[src/salc_pkg.sv]
// Package for the set-associative LRU tag cache.
// Holds sizes, command and outcome codes, and the queue entry type; no dependencies.
`timescale 1ns / 1ps
`default_nettype none
package salc_pkg;
  localparam int unsigned MaxSetBits = 6;
  localparam int unsigned MaxWays    = 8;

  typedef enum logic [1:0] {
    CMD_LOAD   = 2'd0,
    CMD_STORE  = 2'd1,
    CMD_MODIFY = 2'd2,
    CMD_SPARE  = 2'd3
  } cmd_e;

  typedef enum logic [1:0] {
    OUT_HIT   = 2'd0,
    OUT_FILL  = 2'd1,
    OUT_EVICT = 2'd2,
    OUT_NONE  = 2'd3
  } outcome_e;

  typedef enum logic [1:0] {
    CFG_SET_BITS  = 2'd0,
    CFG_WAYS      = 2'd1,
    CFG_OFFSET    = 2'd2,
    CFG_UNUSED    = 2'd3
  } cfg_e;

  // One access handed from the front end to the back end.
  typedef struct packed {
    logic [63:0] tag;
    logic [11:0] set;
    logic        last;
  } acc_t;

  localparam int unsigned CntW = 32;
endpackage
`default_nettype wire

[src/salc_queue.sv]
// Two-entry queue between front and back end. Depends on salc_pkg.
`timescale 1ns / 1ps
`default_nettype none
module salc_queue (
  input  wire logic           clk_i,
  input  wire logic           rst_ni,
  input  wire logic           wr_valid_i,
  output logic                wr_ready_o,
  input  salc_pkg::acc_t      wr_data_i,
  output logic                rd_valid_o,
  input  wire logic           rd_ready_i,
  output salc_pkg::acc_t      rd_data_o
);
  salc_pkg::acc_t mem_q [2];
  logic       wp_q, wp_d, rp_q, rp_d;
  logic [1:0] cnt_q, cnt_d;
  logic       push, pop;

  assign wr_ready_o = (cnt_q != 2'd2);
  assign rd_valid_o = (cnt_q != 2'd0);
  assign rd_data_o = mem_q[rp_q];
  assign push = wr_valid_i && wr_ready_o;
  assign pop = rd_valid_o && rd_ready_i;

  always_comb begin
    wp_d = wp_q ^ push;
    rp_d = rp_q ^ pop;
    cnt_d = cnt_q + 2'(push) - 2'(pop);
  end

  always_ff @(posedge clk_i or negedge rst_ni) begin
    if (!rst_ni) begin
      wp_q <= 1'b0;
      rp_q <= 1'b0;
      cnt_q <= 2'd0;
    end else begin
      wp_q <= wp_d;
      rp_q <= rp_d;
      cnt_q <= cnt_d;
    end
  end

  always_ff @(posedge clk_i) begin
    if (push) mem_q[wp_q] <= wr_data_i;
  end

  a_cnt: assert property (@(posedge clk_i) disable iff (!rst_ni)
    cnt_q != 2'd3) else $error("queue count out of range");
  a_ptr: assert property (@(posedge clk_i) disable iff (!rst_ni)
    (cnt_q == 2'd0 || cnt_q == 2'd2) |-> (wp_q == rp_q)) else $error("pointer mismatch");
  a_one: assert property (@(posedge clk_i) disable iff (!rst_ni)
    (cnt_q == 2'd1) |-> (wp_q != rp_q)) else $error("pointer mismatch");
endmodule
`default_nettype wire

[config.mk]
export PLATFORM = sky130hd
export DESIGN_NAME = salc_queue
export DESIGN_NICKNAME = d
export VERILOG_FILES = /design/src/salc_pkg.sv /design/src/salc_queue.sv
export SDC_FILE = /design/constraint.sdc
export NUM_CORES = 1
export LEC_CHECK = 0
export BUFFER_PORTS_ARGS = -buffer_cell sky130_fd_sc_hd__buf_2
export CORE_ASPECT_RATIO = 1.1
export CORE_MARGIN = 2
export CORE_UTILIZATION = 30
export CTS_CLUSTER_DIAMETER = 50
export CTS_CLUSTER_SIZE = 20
export DETAILED_ROUTE_END_ITERATION = 10
export MAX_ROUTING_LAYER = met4
export PLACE_DENSITY = 0.49
export SYNTH_ARGS = -nofsm -noshare
export SYNTH_HDL_FRONTEND = slang
export SYNTH_SLANG_ARGS = --single-unit
[constraint.sdc]
create_clock -name clk_i -period 3.9 [get_ports clk_i]
set_input_delay 0.78 -clock clk_i [delete_from_list [all_inputs] [get_ports clk_i]]
set_output_delay 0.78 -clock clk_i [all_outputs]
set_load 0.02 [all_outputs]
Word-level counts from Yosys, hierarchy flattened
Memories as Yosys holds them, arrays and structs flattened.
Cells that the tools add are included.
Widths: inputs -> output; s select.

word-level totals
  bits in registers = 4
  memory bits (writable) = 154
  input port bits = 81
  output and inout port bits = 79
  word-level logic and storage cells = 14
  memories = 1

memory list
  memory  depth  width  rd ports  clocked after Yosys merged registers in  write ports  line              RTL
  mem_q   2      77     1         0                                        1            salc_queue.sv:14  salc_pkg::acc_t mem_q [2];

operators by class
  add/sub/neg operators = 2
  eq/ne operators = 1
  multiplexer cells = 2
  bitwise logic cells = 2
  reduce and logical (&&, ||, !) cells = 3

operators with widths
  cell                number
  $add 2x1->2         1
  $logic_and 1x1->1   2
  $mux 1              2
  $ne 2x2->1 const B  1
  $reduce_bool 2->1   1
  $sub 2x1->2         1
  $xor 1x1->1         2

Longest topological paths before layout
  depth after elaboration = 4
  depth in mapped cells = 5

Worst setup path after synthesis
OpenSTA, ideal clock, no wires.

  path type = in2reg
  start = input wr_valid_i
  end = memory mem_q[0][0] in the netlist's numbering, enable pin
  library setup time = 444 ps
  arrival time = 2734 ps
  data required time = 3456 ps
  path slack = 722 ps
  stages = 2
  buffers on the path = 0
  cell sequence = and2_1 -> ha_1

between the ends
  word-level cells in the longest chain between the ends = 3

RTL lines
  item                          line              RTL
  from (decl)                   salc_queue.sv:7   input wire logic wr_valid_i,
  $logic_and 1x1->1             salc_queue.sv:22  assign push = wr_valid_i && wr_ready_o;
  $mux 1                        salc_queue.sv:44  if (push) mem_q[wp_q] <= wr_data_i;
  $mux 1 (implied by the code)  salc_queue.sv:44
  to (decl)                     salc_queue.sv:14

Every way passes these cells.

==> impl_metrics.env <==
export IMPL_switching_power_uw=1900
export IMPL_syn_area_um2=5870
export IMPL_synth_edf_count=154
export IMPL_drv_slew=0
export IMPL_top_layer_used="met4"
export IMPL_gr_total_overflow=0
export IMPL_post_route_period_util_pct=75.4
export IMPL_leakagePower_uw=0.00289
export IMPL_nets=520
export IMPL_yosys_area_top_type="edfxtp_1"
export IMPL_clock_skew_final_ns=0.00689
export IMPL_synthDistinctLibCells=21
export IMPL_synth_fp_nets=346
export IMPL_ioPinCount=160
export IMPL_routed_wl_um=10900
export IMPL_clock_sinks=158
export IMPL_grt_max_degree=78
export IMPL_wl_met1_um=4540
export IMPL_ys_seq_area_share_pct=80.5
export IMPL_path_clk_slew_ns=0.06
export IMPL_hold_slack_ns=0.163
export IMPL_dr_wl_met2_um=5380
export IMPL_yosys_top_cells_count="154 x edfxtp_1, 57 x mux2_2, 20 x mux2_4"
export IMPL_grt_pass1_vias=3219
export IMPL_synthArstFlopShare_pct=2.53
export IMPL_start_util_pct=30.6
export IMPL_dieArea_um2=20700
export IMPL_multi_input_area_um2=1080
export IMPL_synth_main_ff_cell="edfxtp_1"
export IMPL_arrival_ns=2.16
export IMPL_synth_area_leaders="edfxtp_1 79%, mux2_2 11%, mux2_4 5.1%, dfrtp_1 1.7%, buf_6 0.77%"
export IMPL_grt_pass1_wl_um=16000
export IMPL_switching_share_pct=30.9
export IMPL_crit_chain="buf_4 -> mux2_2 -> buf_2"
export IMPL_critPathMaxFanout=40
export IMPL_peakVddDrop_mv=0.326
export IMPL_p_seq_share_pct=40.8
export IMPL_ys_ff_latch=158
export IMPL_synth_cells=263
export IMPL_synth_area_per_cell_um2=22.3
export IMPL_clockRootBuffer="clkbuf_16"
export IMPL_pwr_share_comb_pct=30.1
export IMPL_critPathCaptureType="output pin"
export IMPL_antenna_found_initial=1
export IMPL_max_cap_viol_count=0
export IMPL_critPathKind="register to output pin"
export IMPL_max_freq_mhz=340
export IMPL_rows=53
export IMPL_synth_most_common_cell="edfxtp_1"
export IMPL_cts_buffers=17
export IMPL_cts_tree="built"
export IMPL_p_int_uw=4240
export IMPL_required_ns=3.12
export IMPL_core_um2=19200
export IMPL_clk_path_buf_depth=2
export IMPL_cts_resized=0
export IMPL_cp_slowest_cell="dfrtp_4"
export IMPL_h_tree_depth=4
export IMPL_worst_path_buf_inv=2
export IMPL_routed_via_density=4.25
export IMPL_clkLatencyLatePin_ns=0.41
export IMPL_cp_slowest_stage_delay_ns=0.82
export IMPL_vias=2967
export IMPL_hold_class="primary input to async pin"
export IMPL_final_layout_size_suffix_gt1_share_pct=61.3
export IMPL_hold_violations=0
export IMPL_n_fill_cell=1789
export IMPL_first_iter_violations=125
export IMPL_dp_hpwl_um=6970
export IMPL_path_delay_family="flip-flops"
export IMPL_wl_met3_um=768
export IMPL_holdBufCountCts=0
export IMPL_slew_headroom_pct=24.6
export IMPL_setup_viol=0
export IMPL_first_pass_iters=4
export IMPL_postCtsSetupRepairBufs=0
export IMPL_place_congestion=0.670
export IMPL_crit_path_start_kind="register"
export IMPL_area_growth_pct=29.7
export IMPL_powerDensity_nw_per_um2=808
export IMPL_synth_top_area_share_pct=78.8
export IMPL_status="finished clean"
export IMPL_die_h_um=151
export IMPL_wire_per_inst_um=15.6
export IMPL_track_usage_pct=10.9
export IMPL_period_minus_slack_ns=2.94
export IMPL_synth_warnings=0
export IMPL_rsz0062_at_grt="no"
export IMPL_portBuffers=159
export IMPL_ant_nets=0
export IMPL_power_frac_clock_pct=29.1
export IMPL_area_sequential_um2=4730
export IMPL_worst_slew_pin_slew_ns=1.13
export IMPL_fin_tns_setup_ns=0
export IMPL_die_w_um=137
export IMPL_drc=0
[final timing paths]
path                               start           end  cells after the start  slack, ns
min reg2reg                     cnt_q[0]      cnt_q[0]                      1       0.63
min in group clk_i         wr_data_i[12]  mem_q[1][12]                      1       0.55
max in group asynchronous         rst_ni          rp_q                      1       3.59
max reg2reg                     cnt_q[0]   mem_q[0][4]                      4       1.85
min                               rst_ni          wp_q                      1       0.16
max                                 rp_q  rd_data_o[6]                      3       0.96
[power groups by stage]
stage,sequential [uW],combinational (uW),clock [uW]
after floorplan,2450,1410,0
after global placement,2540,1880,0
after detailed placement,2550,1890,0
after CTS,2520,1900,1840
after global routing,2560,1980,1900
final,2510,1850,1790
[per-layer routing]
layer,track usage (%),vias up
met5,-,-
met4,4.64,0
met3,4.28,13
met2,17.8,106
met1,11.7,1455
li1,-,1393
[kinds of logic after synthesis]
logic type | count (synthesis) | share of synthesized area, %
AOI/OAI and AO/OA | 4 | 0.533
adders and majority gates | 2 | 0.427
buffers and inverters | 11 | 1.32
muxes | 77 | 16.1
and+or+nand+nor | 9 | 0.811
xor gates and xnor gates | 2 | 0.299
DFF | 158 | 80.5
[final cells by class]
class | count | share of cell area [%]
Sequential cell | 158 | 62.2
Multi-Input combinational cell | 94 | 14.2
Timing Repair Buffer | 164 | 11.0
Clock buffer | 18 | 5.64
Tap cell | 247 | 4.06
Clock inverter | 14 | 2.81
Inverter | 2 | 0.0987
Antenna cell | 1 | 0.0329
[metrics by stage]
step / util, % / instances / total power, uW / instance area, um2 / setup WS, ns
floorplan: - / 263 / 3860 / 5870 / 0.722
global placement: 36.3 / 665 / 4420 / 6960 / 1.34
detailed placement: 36.3 / 665 / 4440 / 6960 / 1.34
CTS: 39.7 / 697 / 6260 / 7600 / 0.874
global route: 39.7 / 698 / 6440 / 7600 / 0.831
finish: 39.7 / 698 / 6140 / 7600 / 0.958
[placed cells by master, fill, tap and decap left out]
| master | n |
|---|---|
| buf_2 | 159 |
| edfxtp_1 | 154 |
| mux2_2 | 57 |
| mux2_4 | 20 |
| clkbuf_16 | 17 |
| bufinv_16 | 5 |
| buf_4 | 5 |
| inv_6 | 3 |
| dfrtp_1 | 3 |
| inv_1 | 2 |
| nor2_1 | 2 |
| xnor2_1 | 2 |
| clkinvlp_4 | 2 |
| clkinv_2 | 2 |
| diode_2 | 1 |
| or2_2 | 1 |
| nand2b_1 | 1 |
| and2_1 | 1 |
| nor2b_1 | 1 |
| a211oi_1 | 1 |
| nand3_1 | 1 |
| o21ai_0 | 1 |
| a21bo_2 | 1 |
| a32oi_1 | 1 |
| nand2_1 | 1 |
| and3_4 | 1 |
| ha_1 | 1 |
| ha_4 | 1 |
| clkbuf_1 | 1 |
| clkinv_1 | 1 |
| clkinv_4 | 1 |
| dfrtp_4 | 1 |
[flip-flops by register name, summed over array words and instances (netlist names)]
name and cells:
wp_q 1, rp_q 1, mem_q 154, cnt_q 2
[worst reg2reg max path, delay by kind of cell, from the launching register on]
family / cells / cell delay [ns]
fa+ha+maj: 1 / 0.55
flops: 1 / 0.43
buf+inv: 1 / 0.41
simple gates: 2 / 0.34
Power figures use the tool's default switching activity.
