`config.mk`:
```
export PLATFORM = sky130hd
export DESIGN_NAME = salc_front
export DESIGN_NICKNAME = d
export VERILOG_FILES = /design/src/salc_pkg.sv /design/src/salc_front.sv
export SDC_FILE = /design/constraint.sdc
export NUM_CORES = 1
export LEC_CHECK = 0
export BUFFER_PORTS_ARGS = -buffer_cell sky130_fd_sc_hd__buf_2
export CAP_MARGIN = 20
export CORE_ASPECT_RATIO = 0.6
export CORE_MARGIN = 5
export CORE_UTILIZATION = 50
export CTS_BUF_LIST = sky130_fd_sc_hd__clkbuf_4 sky130_fd_sc_hd__clkbuf_8
export CTS_CLUSTER_DIAMETER = 120
export DETAILED_ROUTE_END_ITERATION = 12
export HOLD_SLACK_MARGIN = 0.06
export PLACE_DENSITY = 0.77
export SLEW_MARGIN = 15
export SYNTH_ARGS = -nofsm -noshare
export SYNTH_HDL_FRONTEND = slang
export SYNTH_SLANG_ARGS = --single-unit
```
`constraint.sdc`:
```
create_clock -name clk_i -period 4.05 [get_ports clk_i]
set_clock_uncertainty 0.1 [all_clocks]
set_input_delay 0.405 -clock clk_i [delete_from_list [all_inputs] [get_ports clk_i]]
set_output_delay 0.405 -clock clk_i [all_outputs]
set_load 0.01 [all_outputs]
```
`src/salc_pkg.sv`:
```
// Package for the set-associative LRU tag cache.
// Holds sizes, command and outcome codes, and the queue entry type; no dependencies.
`timescale 1ns / 1ps
`default_nettype none
package salc_pkg;
  localparam int unsigned MaxSetBits = 6;
  localparam int unsigned MaxWays    = 8;

  typedef enum logic [1:0] {
    CMD_LOAD   = 2'd0,
    CMD_STORE  = 2'd1,
    CMD_MODIFY = 2'd2,
    CMD_SPARE  = 2'd3
  } cmd_e;

  typedef enum logic [1:0] {
    OUT_HIT   = 2'd0,
    OUT_FILL  = 2'd1,
    OUT_EVICT = 2'd2,
    OUT_NONE  = 2'd3
  } outcome_e;

  typedef enum logic [1:0] {
    CFG_SET_BITS  = 2'd0,
    CFG_WAYS      = 2'd1,
    CFG_OFFSET    = 2'd2,
    CFG_UNUSED    = 2'd3
  } cfg_e;

  // One access handed from the front end to the back end.
  typedef struct packed {
    logic [63:0] tag;
    logic [11:0] set;
    logic        last;
  } acc_t;

  localparam int unsigned CntW = 32;
endpackage
`default_nettype wire

```
`src/salc_front.sv`:
```
// Front end: accepts items, splits addresses into set and tag, and emits one
// access per cycle while the queue takes them (two for modify). Depends on salc_pkg.
`timescale 1ns / 1ps
`default_nettype none
module salc_front #(
  parameter int unsigned MaxSetBits = salc_pkg::MaxSetBits
) (
  input  wire logic              clk_i,
  input  wire logic              rst_ni,
  input  wire logic              in_valid_i,
  output logic                   in_ready_o,
  input  wire logic [1:0]        command_i,
  input  wire logic [63:0]       address_i,
  input  wire logic [2:0]        set_bits_i,
  input  wire logic [5:0]        offset_bits_i,
  output logic                   acc_valid_o,
  input  wire logic              acc_ready_i,
  output salc_pkg::acc_t         acc_o
);
  localparam int unsigned SetW = (MaxSetBits > 0) ? MaxSetBits : 1;

  logic           pend_q, pend_d;
  logic           again_q, again_d;
  salc_pkg::acc_t acc_q, acc_d;
  logic [6:0]     tshift;
  logic [2:0]     sbits;
  logic [63:0]    shifted;
  logic [11:0]    set_mask;

  always_comb begin
    sbits = (32'(set_bits_i) > MaxSetBits) ? 3'(MaxSetBits) : set_bits_i;
    tshift = 7'(offset_bits_i) + 7'(sbits);
    shifted = address_i >> offset_bits_i;
    set_mask = (12'd1 << sbits) - 12'd1;
  end

  assign in_ready_o = !pend_q || (acc_ready_i && !again_q);
  assign acc_valid_o = pend_q;
  assign acc_o = acc_q;

  always_comb begin
    pend_d = pend_q;
    again_d = again_q;
    acc_d = acc_q;
    if (pend_q && acc_ready_i) begin
      if (again_q) begin
        again_d = 1'b0;
        acc_d.last = 1'b1;
      end else begin
        pend_d = 1'b0;
      end
    end
    if (in_valid_i && in_ready_o) begin
      pend_d = 1'b1;
      acc_d.tag = tshift[6] ? 64'd0 : (address_i >> tshift[5:0]);
      acc_d.set = shifted[11:0] & set_mask & 12'((1 << SetW) - 1);
      again_d = (salc_pkg::cmd_e'(command_i) == salc_pkg::CMD_MODIFY);
      acc_d.last = !again_d;
    end
  end

  always_ff @(posedge clk_i or negedge rst_ni) begin
    if (!rst_ni) begin
      pend_q <= 1'b0;
      again_q <= 1'b0;
    end else begin
      pend_q <= pend_d;
      again_q <= again_d;
    end
  end

  always_ff @(posedge clk_i) begin
    acc_q <= acc_d;
  end

  property p_modify_repeats;
    @(posedge clk_i) disable iff (!rst_ni)
      (pend_q && again_q && acc_ready_i) |=> (pend_q && acc_q.last);
  endproperty
  a_modify_repeats: assert property (p_modify_repeats) else $error("second access lost");

  property p_no_take_while_again;
    @(posedge clk_i) disable iff (!rst_ni) again_q |-> !in_ready_o;
  endproperty
  a_no_take_while_again: assert property (p_no_take_while_again) else $error("overrun");

  property p_again_pend;
    @(posedge clk_i) disable iff (!rst_ni) again_q |-> pend_q;
  endproperty
  a_again_pend: assert property (p_again_pend) else $error("again without access");
endmodule
`default_nettype wire

```
After elaboration in Yosys (flattened, before gate mapping)
Index checks and enable logic that the tools add are counted.
{"block": "totals", "wordCells": 34, "output_inout_bits": 79, "reg_bits": 73}
{"block": "op_classes", "n_addsub": 2, "shift": 3, "magnitude_cmp": 1, "n_mux": 9, "reduce_logical": 11, "bitwise": 1, "n_eq_ne": 2}
{"cell": "right shift 64 x 6 -> 6 bit", "n": 1}
{"cell": "right shift 64 x 6 -> 64 bit", "n": 1}
{"cell": "2-to-1 mux 1 bit", "n": 8}
{"cell": "adder 6 x 3 -> 7 bit", "n": 1}
{"cell": "AND 6 bit", "n": 1}
{"cell": "<< shifter 1 x 3 -> 6 bit (first input constant)", "n": 1}
{"cell": "subtractor 6 x 1 -> 6 bit (second input constant)", "n": 1}
{"cell": "AND reduction 2 bit", "n": 2}
{"cell": "nonzero test 2 bit", "n": 2}
{"cell": "greater-than comparator 3 bit (second input constant)", "n": 1}
{"cell": "logical AND 1 bit", "n": 3}
{"cell": "logical NOT 1 bit", "n": 3}
{"cell": "2-to-1 mux 3 bit", "n": 1}
{"cell": "== test 2 bit (second input constant)", "n": 1}
{"cell": "inequality test 2 x 1 -> 1 bit (second input constant)", "n": 1}
{"cell": "logical OR 1 bit", "n": 1}

Longest topological paths before layout
Gate-level depths: netlist of the first run.
{"block": "logic_depth", "depth_word": 6, "ltp_mapped": 14, "ltp_nobuf": 11}

Worst setup path after synthesis of the first run
No wires, ideal clock.
{"block": "synth_timing", "kind": "input port to flip-flop", "from": "in offset_bits_i[1]", "to": "reg acc_q (netlist bit acc_o[24]), data pin", "path_slack_ps": 667, "required_ps": 3689, "path_buffers": 5, "arrival_ps": 3023, "path_stages": 13, "setup_time_ps": 261, "cell_sequence": "buf_4 -> buf_4 -> inv_1 -> fa_1 -> buf_2 -> buf_4 -> buf_6 -> mux2i_1 -> mux2i_1 -> mux2i_1 -> mux2i_1 -> a32o_1 -> a221o_1"}
{"block": "synth_via", "elab_chain_cells": 2}
{"element": "start: declaration", "line_no": "salc_front.sv:15", "rtl": "input wire logic [5:0] offset_bits_i,"}
{"element": "adder 6 x 3 -> 7 bit (*)", "line_no": "salc_front.sv:32", "rtl": "tshift = 7'(offset_bits_i) + 7'(sbits);"}
{"element": "right shift 64 x 6 -> 64 bit", "line_no": "salc_front.sv:55", "rtl": "acc_d.tag = tshift[6] ? 64'd0 : (address_i >> tshift[5:0]);"}
{"element": "end signal: assignment", "line_no": "salc_front.sv:73", "rtl": "acc_q <= acc_d;"}
{"element": "end: declaration", "line_no": "salc_front.sv:24", "rtl": "salc_pkg::acc_t acc_q, acc_d;"}
Mark *: on every way between the ends. The rest lies on a longest branch, timed or not.
A chain may end at the register's enable or synchronous reset.

Worst setup path after layout of the first run
{"block": "layout_timing", "from": "in set_bits_i[2]", "to": "reg acc_q (netlist bit acc_o[24]), data pin"}
{"block": "layout_via", "elab_chain_cells": 4}
{"element": "start: declaration", "line_no": "salc_front.sv:14", "rtl": "input wire logic [2:0] set_bits_i,"}
{"element": "greater-than comparator 3 bit", "line_no": "salc_front.sv:31", "rtl": "sbits = (32'(set_bits_i) > MaxSetBits) ? 3'(MaxSetBits) : set_bits_i;"}
{"element": "2-to-1 mux 3 bit (*)", "line_no": "salc_front.sv:31"}
{"element": "adder 6 x 3 -> 7 bit (*)", "line_no": "salc_front.sv:32"}
{"element": "right shift 64 x 6 -> 64 bit", "line_no": "salc_front.sv:55"}
Marks and branches as above.

==> reports/results.tsv, run 1 <==
metric	value	unit
initial core utilization	50.46	%
setup TNS	0	ps
Final Cell Area	0.01016	mm²
Avg Cell Area, Syn	10.44	µm²
clk_lat worst skew	370	ps
total gr overflow	0	
Final Hold Vio Count	0	
die height	114.2	µm
Syn Inst Count	866	
dpl cells	1221	
routed len/inst	25.93	µm
Cell Rows	38	
switching part of the total power	42.96	%
vias per cell	6.813	
share of the synthesized area in the top cell type	23.57	%
worst hold slack	179.1	ps
core box area	0.01792	mm²
Flop pwr share	27.2	%
switching pwr	1.548	mW
Setup crit end kind	flip-flop	
Post-synth ARST share	2.740	%
Setup crit start kind	input pin	
relative slew slack	35.50	%
synthesized cell area	0.009045	mm²
Synth top cells by count	mux2i_1 (189), nand2_1 (101), edfxtp_1 (71), mux4_2 (71), nor2_1 (50)	
Final Instance Count excl. Fillers	1237	
Slew Viols, Final	0	
flops & latches, synth	73	
drc violations	0	
Max Clock Freq	269.4	MHz
synth warn	0	
total number of H-tree levels	3	
worst-path maximum fanout	28	
via count	8428	
largest net degree at the start of global routing	72	
Power Total	3.603	mW
Num CTS Buffers	9	
Clock Pin Slew Worst Setup and Hold Paths	100	ps
dpl cell area	0.009971	mm²
crit path setup slack, layout	337.9	ps
leakage	4.302	nW
top_reg_cell synth	edfxtp_1	
nets@finish	1076	
Max-Cap Viols	0	
P_int	2.055	mW
Layout area overhead	12.38	%
IO buf count	151	
Diodes inserted	0	
CTS Buffer Depth	2	
initial antenna violation count	0	
Final setup viols	0	
global-route wire length before repair	48130	µm
DIE WIDTH	183.6	µm
largest cells by area after synthesis	edfxtp_1 (24%), mux2i_1 (21%), mux4_2 (18%)	
post-CTS resize count	0	
final wirelength	32070	µm
TritonRoute pass-1 iters	6	
combinational share of power	56.3	%
Seq/Total Area, Yosys	24.13	%
clk sinks	73	
Tightest Pin Transition	967.5	ps
minimum clock period	3712	ps
status	finished clean	
Clk network pwr share	16.5	%
Netlist cell types	71	
most common cell in the netlist	mux2i_1	
CP required	4100	ps
Hold Crit Class	input pin to flip-flop	
GRT Overall Usage	29.71	%
Ports	158	
Post-synth EDFFs	71	
dpl ws	74.98	ps
antenna-violating nets left	0	
critical setup path kind	input pin to flip-flop	
Synth area leader	edfxtp_1	
Worst VDD drop	0.1732	mV
vias in the first global route	7863	
Die Footprint	0.02097	mm²
Crit path arrival time	3760	ps
Iter 0 DRT Violations	1350	
power per cell area	354.5	mW/mm²
global placement routability congestion	1.052	
Root Driver	clkbuf_8	
Layout Utilization	56.71	%
RSZ-0062 raised after global routing	false	
period utilization	91.66	%
Post-CTS Setup Bufs	0	
TritonCTS clock tree	done	
proportion of layout cells with a drive suffix above 1	33.30	%
hpwl dp	24660	µm
## path summary, 6_finish.rpt
kind,from,to,slack [ps],cells after the start
max,set_bits_i[2],acc_o[24]$_SDFFCE_PP0P_,340,13
min,in_valid_i,acc_valid_o$_DFFE_PN0P_,180,2
max reg2reg,again_q$_DFFE_PN0P_,acc_o[0]$_SDFFCE_PN1P_,1880,3
min reg2reg,again_q$_DFFE_PN0P_,again_q$_DFFE_PN0P_,440,2
max in group asynchronous,rst_ni,acc_valid_o$_DFFE_PN0P_,3530,2
min in group asynchronous,rst_ni,again_q$_DFFE_PN0P_,230,2
## state kept, by name, indices dropped and copies added, names as in the netlist
register / count
acc_valid_o: 1
again_q: 1
acc_o: 71
## layout make-up
cell class	count	area [µm²]
fill	1579	7760
multi-input combinational	700	6299
sequential	73	2182
timing repair buffer	194	1144
tap	240	300.3
clock buffer	9	123.9
clock inverter	6	60.06
inverter	15	56.30
## kinds of logic after synthesis
group / after synthesis / synth area share (%)
multiplexers: 298 / 43.37
AND/OR/NAND/NOR: 224 / 11.19
AO/OA/AOI/OAI: 162 / 12.71
buffers and inverters: 98 / 6.889
flip-flops: 73 / 24.13
XOR/XNOR: 6 / 1.038
adder cells (fa/ha/maj): 4 / 0.6364
other: 1 / 0.04146
## timing repair
item / 4_1_cts / 5_1_grt
endpoints found under the setup margin: 0 / 0
hold buffers: 1 / 0
hold endpoints to repair: 2 / 0
## layout by cell type, fill, tap and decap left out, types with 14 or more instances in the layout
master	netlist	routed
nor2_1	50	50
mux2i_1	189	189
inv_1	15	14
a22oi_1	14	14
o21ai_0	32	32
buf_4	13	37
mux4_2	71	71
nand2_1	101	101
edfxtp_1	71	71
buf_2	23	151
o211ai_1	16	16
a21oi_1	24	24
mux2_2	37	37
## power by group through the flow
stage          Sequential, mW  Combinational [mW]  Clock (mW)
4_1_cts                 0.979                1.96       0.595
2_1_floorplan            1.04                1.32           0
3_3_place_gp            0.995                1.94           0
5_1_grt                 0.987                2.13       0.629
6_report                0.978                2.03       0.596
3_5_place_dp            0.995                1.95           0
## worst max-delay path, stage by stage
cell     delay (ps)
buf_2           140
nand2_1          90
and2_1          130
ha_1            160
inv_1            60
fa_4            810
buf_12          210
mux2i_1         440
mux2i_1         260
mux2i_1         390
nand2_1         110
a32o_1          280
a221o_1         250
## metal layers
layer  routed length, µm  track usage, %  vias to the layer above
met5                   0               0                        -
met4                 491           5.159                        0
met3                5135           12.03                       58
met2               12770           39.47                      653
met1               13680           45.51                     4086
li1                    -               -                     3631
Power figures use the tool's default switching activity.
==> run 2, diff against run 1 <==
--- a/config.mk
+++ b/config.mk
@@ -9,12 +9,12 @@
 export CAP_MARGIN = 20
 export CORE_ASPECT_RATIO = 0.6
 export CORE_MARGIN = 5
-export CORE_UTILIZATION = 50
+export CORE_UTILIZATION = 45
 export CTS_BUF_LIST = sky130_fd_sc_hd__clkbuf_4 sky130_fd_sc_hd__clkbuf_8
 export CTS_CLUSTER_DIAMETER = 120
 export DETAILED_ROUTE_END_ITERATION = 12
 export HOLD_SLACK_MARGIN = 0.06
-export PLACE_DENSITY = 0.77
+export PLACE_DENSITY = 0.71
 export SLEW_MARGIN = 15
 export SYNTH_ARGS = -nofsm -noshare
 export SYNTH_HDL_FRONTEND = slang
==> run 2 against run 1 <==
  * Via count down 1.1%
  * Count of clock-buffer cells in the layout increased by 1
  * Sequential cell count unchanged
  * Non-clock buffer count is 2 lower
  * Sequential power barely moved
  * Maximum frequency grew 0.92%
  * Hold slack improved by 9.7 ps
  * Critical path depth up 1
  * Cell count up 2.6%
  * First-iteration DRC count is 18% lower
  * Combinational power is essentially flat
  * Critical endpoint is now acc_o[28]$_SDFFCE_PP0P_
==> reports/results.tsv, run 2 (synthesis results as in run 1) <==
metric	value	unit
TritonCTS clock tree	done	
commonest non-fill, non-tap cells in the layout	mux2i_1 (189), buf_2 (150), nand2_1 (101)	
Slew Viols, Final	0	
critical setup path kind	input pin to flip-flop	
core box area	0.01987	mm²
global-route wire length before repair	47660	µm
power per cell area	346.0	mW/mm²
clk_lat worst skew	360	ps
drc violations	0	
largest net degree at the start of global routing	72	
via count	8335	
RSZ-0062 raised after global routing	false	
hpwl dp	24040	µm
met2 GRT Util	34.92	%
total gr overflow	0	
leakage	4.287	nW
Worst VDD drop	0.1684	mV
Layout area overhead	12.49	%
vias per cell	6.568	
Hold Crit Class	input pin to flip-flop	
Post-CTS Setup Bufs	0	
met3 usage	11.02	%
Final Hold Vio Count	0	
Diodes inserted	0	
Max Clock Freq	271.9	MHz
dpl cell area	0.01000	mm²
WHS Path Cells	2	
Root Driver	clkbuf_8	
final wirelength	30960	µm
IO buf count	151	
Tightest Pin Transition	1041	ps
global placement routability congestion	1.027	
initial antenna violation count	0	
minimum clock period	3678	ps
period utilization	90.82	%
relative slew slack	30.25	%
Setup crit start kind	input pin	
setup TNS	0	ps
total number of H-tree levels	3	
proportion of layout cells with a drive suffix above 1	33.03	%
CP required	4070	ps
nets@finish	1074	
die height	119.8	µm
Iter 0 DRT Violations	1108	
antenna-violating nets left	0	
Final setup viols	0	
GRT busiest layer	met1	
Die Footprint	0.02313	mm²
routed len/inst	24.39	µm
clk sinks	73	
Reg2Reg Depth	3	
Power Total	3.521	mW
Max-Cap Viols	0	
Fill cells	1814	
met1 track demand over resource	40.87	%
Final Cell Area	0.01017	mm²
Cell Rows	40	
Layout Utilization	51.21	%
vias in the first global route	7875	
worst hold slack	188.8	ps
Crit path arrival time	3700	ps
TritonRoute pass-1 iters	7	
Num CTS Buffers	9	
worst-path maximum fanout	33	
CTS Buffer Depth	2	
Ports	158	
most common cell after layout, fill and taps aside	mux2i_1	
GRT Overall Usage	26.56	%
initial core utilization	45.52	%
DIE WIDTH	193.0	µm
Setup crit end kind	flip-flop	
status	finished clean	
max FFs per register	71	
Clock Pin Slew Worst Setup and Hold Paths	80	ps
==> run 2: cell count changes in the layout (fill, tap and decap cells not counted), sizes merged <==
| cell | previous run | this run |
|---|---|---|
| buf | 193 | 191 |
| bufinv | 1 | 0 |
| clkbuf | 9 | 10 |
| clkinv | 4 | 5 |
| clkinvlp | 1 | 0 |
| inv | 15 | 16 |
==> run 2: final timing paths <==
kind                                      from                       to  slack, ps
min in group asynchronous               rst_ni      again_q$_DFFE_PN0P_        270
max in group asynchronous               rst_ni  acc_valid_o$_DFFE_PN0P_       3480
hold / removal                      in_valid_i  acc_valid_o$_DFFE_PN0P_        190
setup / recovery                 set_bits_i[2]  acc_o[28]$_SDFFCE_PP0P_        370
hold reg to reg            again_q$_DFFE_PN0P_      again_q$_DFFE_PN0P_        450
setup reg to reg           again_q$_DFFE_PN0P_   acc_o[0]$_SDFFCE_PN1P_       1940
==> run 2: report_power, final <==
part / switching [mW] / leakage [nW] / internal, mW
Clock: 0.305 / 0.0866 / 0.226
Sequential: 0.0257 / 0.713 / 0.955
Combinational: 1.20 / 3.49 / 0.812
Total: 1.53 / 4.29 / 1.99
==> run 2: metrics by stage <==
| stage | worst slack (ps) | std cells |
|---|---|---|
| finish | 371.8 | 1269 |
| global route | 277.7 | 1269 |
| CTS | 515.7 | 1269 |
| detailed placement | 112.8 | 1252 |
| global placement | 153.8 | 1252 |
| floorplan | 666.6 | 871 |
==> run 2: layout make-up <==
cell class	count	area [µm²]	share of cell area, %
timing repair buffer	192	1131	11.12
sequential	73	2182	21.45
clock buffer	10	131.4	1.291
multi-input combinational	700	6299	61.90
inverter	15	56.30	0.5534
tap	273	341.6	3.357
clock inverter	6	33.78	0.3320
==> run 2: layer usage <==
metal	wire, µm	up-vias
li1	-	3636
met2	12290	632
met5	0	-
met1	13200	4002
met4	547	0
met3	4920	65
==> run 2: critical path: stages <==
cell and delay, ps:
buf_2 140, nand2_1 80, and2_1 120, ha_1 160, inv_1 60, fa_4 800, buf_12 220, buf_4 200
mux2i_1 230, mux2i_1 130, mux2i_1 470, nand2_1 120, a32o_1 290, a221o_1 250
==> run 2: repair_timing <==
action                    4_1_cts  5_1_grt
resized for setup               0        0
hold buffers                    1        0
hold endpoints to repair        2        0
==> run 3, diff against run 2 <==
--- a/config.mk
+++ b/config.mk
@@ -10,7 +10,6 @@
 export CORE_ASPECT_RATIO = 0.6
 export CORE_MARGIN = 5
 export CORE_UTILIZATION = 45
-export CTS_BUF_LIST = sky130_fd_sc_hd__clkbuf_4 sky130_fd_sc_hd__clkbuf_8
 export CTS_CLUSTER_DIAMETER = 120
 export DETAILED_ROUTE_END_ITERATION = 12
 export HOLD_SLACK_MARGIN = 0.06
==> run 3 against run 2 <==
  * Global-route usage hardly changed
  * Die area stayed put
  * Utilization is 0.49 points higher
  * Highest routed layer unchanged
==> reports/results.tsv, run 3 (synthesis results as in run 1) <==
metric	value	unit
TritonCTS clock tree	done	
drc violations	0	
Clock Pin Slew Worst Setup and Hold Paths	60	ps
via count	8366	
routed len/inst	24.38	µm
power per cell area	362.7	mW/mm²
Ports	158	
antenna-violating nets left	0	
setup TNS	0	ps
DR WL met2	12370	µm
Final Hold Vio Count	0	
nets@finish	1074	
Setup crit start kind	input pin	
Cell Rows	40	
Setup crit end kind	flip-flop	
critical setup path kind	input pin to flip-flop	
dpl cells	1252	
Worst VDD drop	0.2150	mV
flip-flop and latch area	0.002182	mm²
worst hold slack	211.6	ps
largest net degree at the start of global routing	72	
flop-to-flop setup slack	1930	ps
Root Driver	clkbuf_16	
Diodes inserted	0	
Num CTS Buffers	9	
initial core utilization	45.52	%
global placement routability congestion	1.027	
core box area	0.01987	mm²
DIE WIDTH	193.0	µm
hpwl dp	24040	µm
Layout Utilization	51.70	%
CP required	4040	ps
proportion of layout cells with a drive suffix above 1	32.93	%
most common cell after layout, fill and taps aside	mux2i_1	
GRT Overall Usage	26.58	%
Power Total	3.725	mW
global-route wire length before repair	47750	µm
Hold Crit Class	input pin to flip-flop	
TritonRoute pass-1 iters	7	
multi-input logic area	0.006299	mm²
status	finished clean	
Die Footprint	0.02313	mm²
Iter 0 DRT Violations	1209	
vias per cell	6.593	
Crit path arrival time	3700	ps
CTS Buffer Depth	2	
vias in the first global route	7914	
minimum clock period	3714	ps
leakage	4.329	nW
Layout area overhead	13.57	%
Max Clock Freq	269.3	MHz
Detail Route met3 WL	4785	µm
final wirelength	30930	µm
die height	119.8	µm
DR top layer	met4	
Tightest Pin Transition	1081	ps
max FFs per register	71	
Fill cells	1800	
period utilization	91.70	%
initial antenna violation count	0	
total gr overflow	0	
IO buf count	151	
RSZ-0062 raised after global routing	false	
Slew Viols, Final	0	
clk sinks	73	
Final setup viols	0	
clk_lat worst skew	340	ps
relative slew slack	27.48	%
commonest non-fill, non-tap cells in the layout	mux2i_1 (189), buf_2 (150), nand2_1 (101)	
worst-path maximum fanout	33	
total number of H-tree levels	3	
Final Instance Count excl. Fillers	1269	
Met1 Routed Length	13310	µm
Max-Cap Viols	0	
-- run 3: layer usage --
layer,global-route usage (%),up-vias
met3,10.99,48
met1,40.82,4040
li1,-,3643
met5,0,-
met4,4.465,0
met2,35.09,635
-- run 3: final cells by class --
| type | instances | share of cell area (%) |
|---|---|---|
| flip-flops and latches | 73 | 21.24 |
| clock buffers | 10 | 2.229 |
| well taps | 273 | 3.325 |
| inverters | 15 | 0.5481 |
| clock inverters | 6 | 0.3289 |
| multi-input cells | 700 | 61.32 |
| repair buffers | 192 | 11.01 |
-- run 3: where the power goes --
group          total, mW  switching (mW)  internal (mW)  leakage [nW]
clock network      0.738           0.327          0.411         0.129
registers          0.982          0.0259          0.956         0.713
logic               2.01            1.19          0.812          3.49
total               3.73            1.55           2.18          4.33
-- run 3: final timing paths --
| kind | from | to | cells past startpoint |
|---|---|---|---|
| min in group asynchronous | rst_ni | again_q$_DFFE_PN0P_ | 2 |
| worst max register to register | again_q$_DFFE_PN0P_ | acc_o[0]$_SDFFCE_PN1P_ | 3 |
| max in group asynchronous | rst_ni | acc_valid_o$_DFFE_PN0P_ | 2 |
| worst min register to register | again_q$_DFFE_PN0P_ | again_q$_DFFE_PN0P_ | 2 |
| worst min-delay path | in_valid_i | acc_valid_o$_DFFE_PN0P_ | 2 |
| worst max-delay path | set_bits_i[2] | acc_o[28]$_SDFFCE_PP0P_ | 14 |
-- run 3: timing repair --
action                    4_1_cts  5_1_grt
resized for setup               0        0
hold buffers                    1        0
buffers inserted                0        0
hold endpoints to repair        2        0
-- run 3: through the flow --
step,area [µm²],setup WS (ps)
floorplan,9064,666.6
global placement,10000,153.8
detailed placement,10000,112.8
CTS,10270,437.1
global route,10270,176.8
finish,10270,336.2
-- run 3: worst max-delay path: stages --
cell	delay [ps]
buf_2	140
nand2_1	80
and2_1	120
ha_1	160
inv_1	60
fa_4	800
buf_12	220
buf_4	200
mux2i_1	230
mux2i_1	130
mux2i_1	440
nand2_1	140
a32o_1	290
a221o_1	260
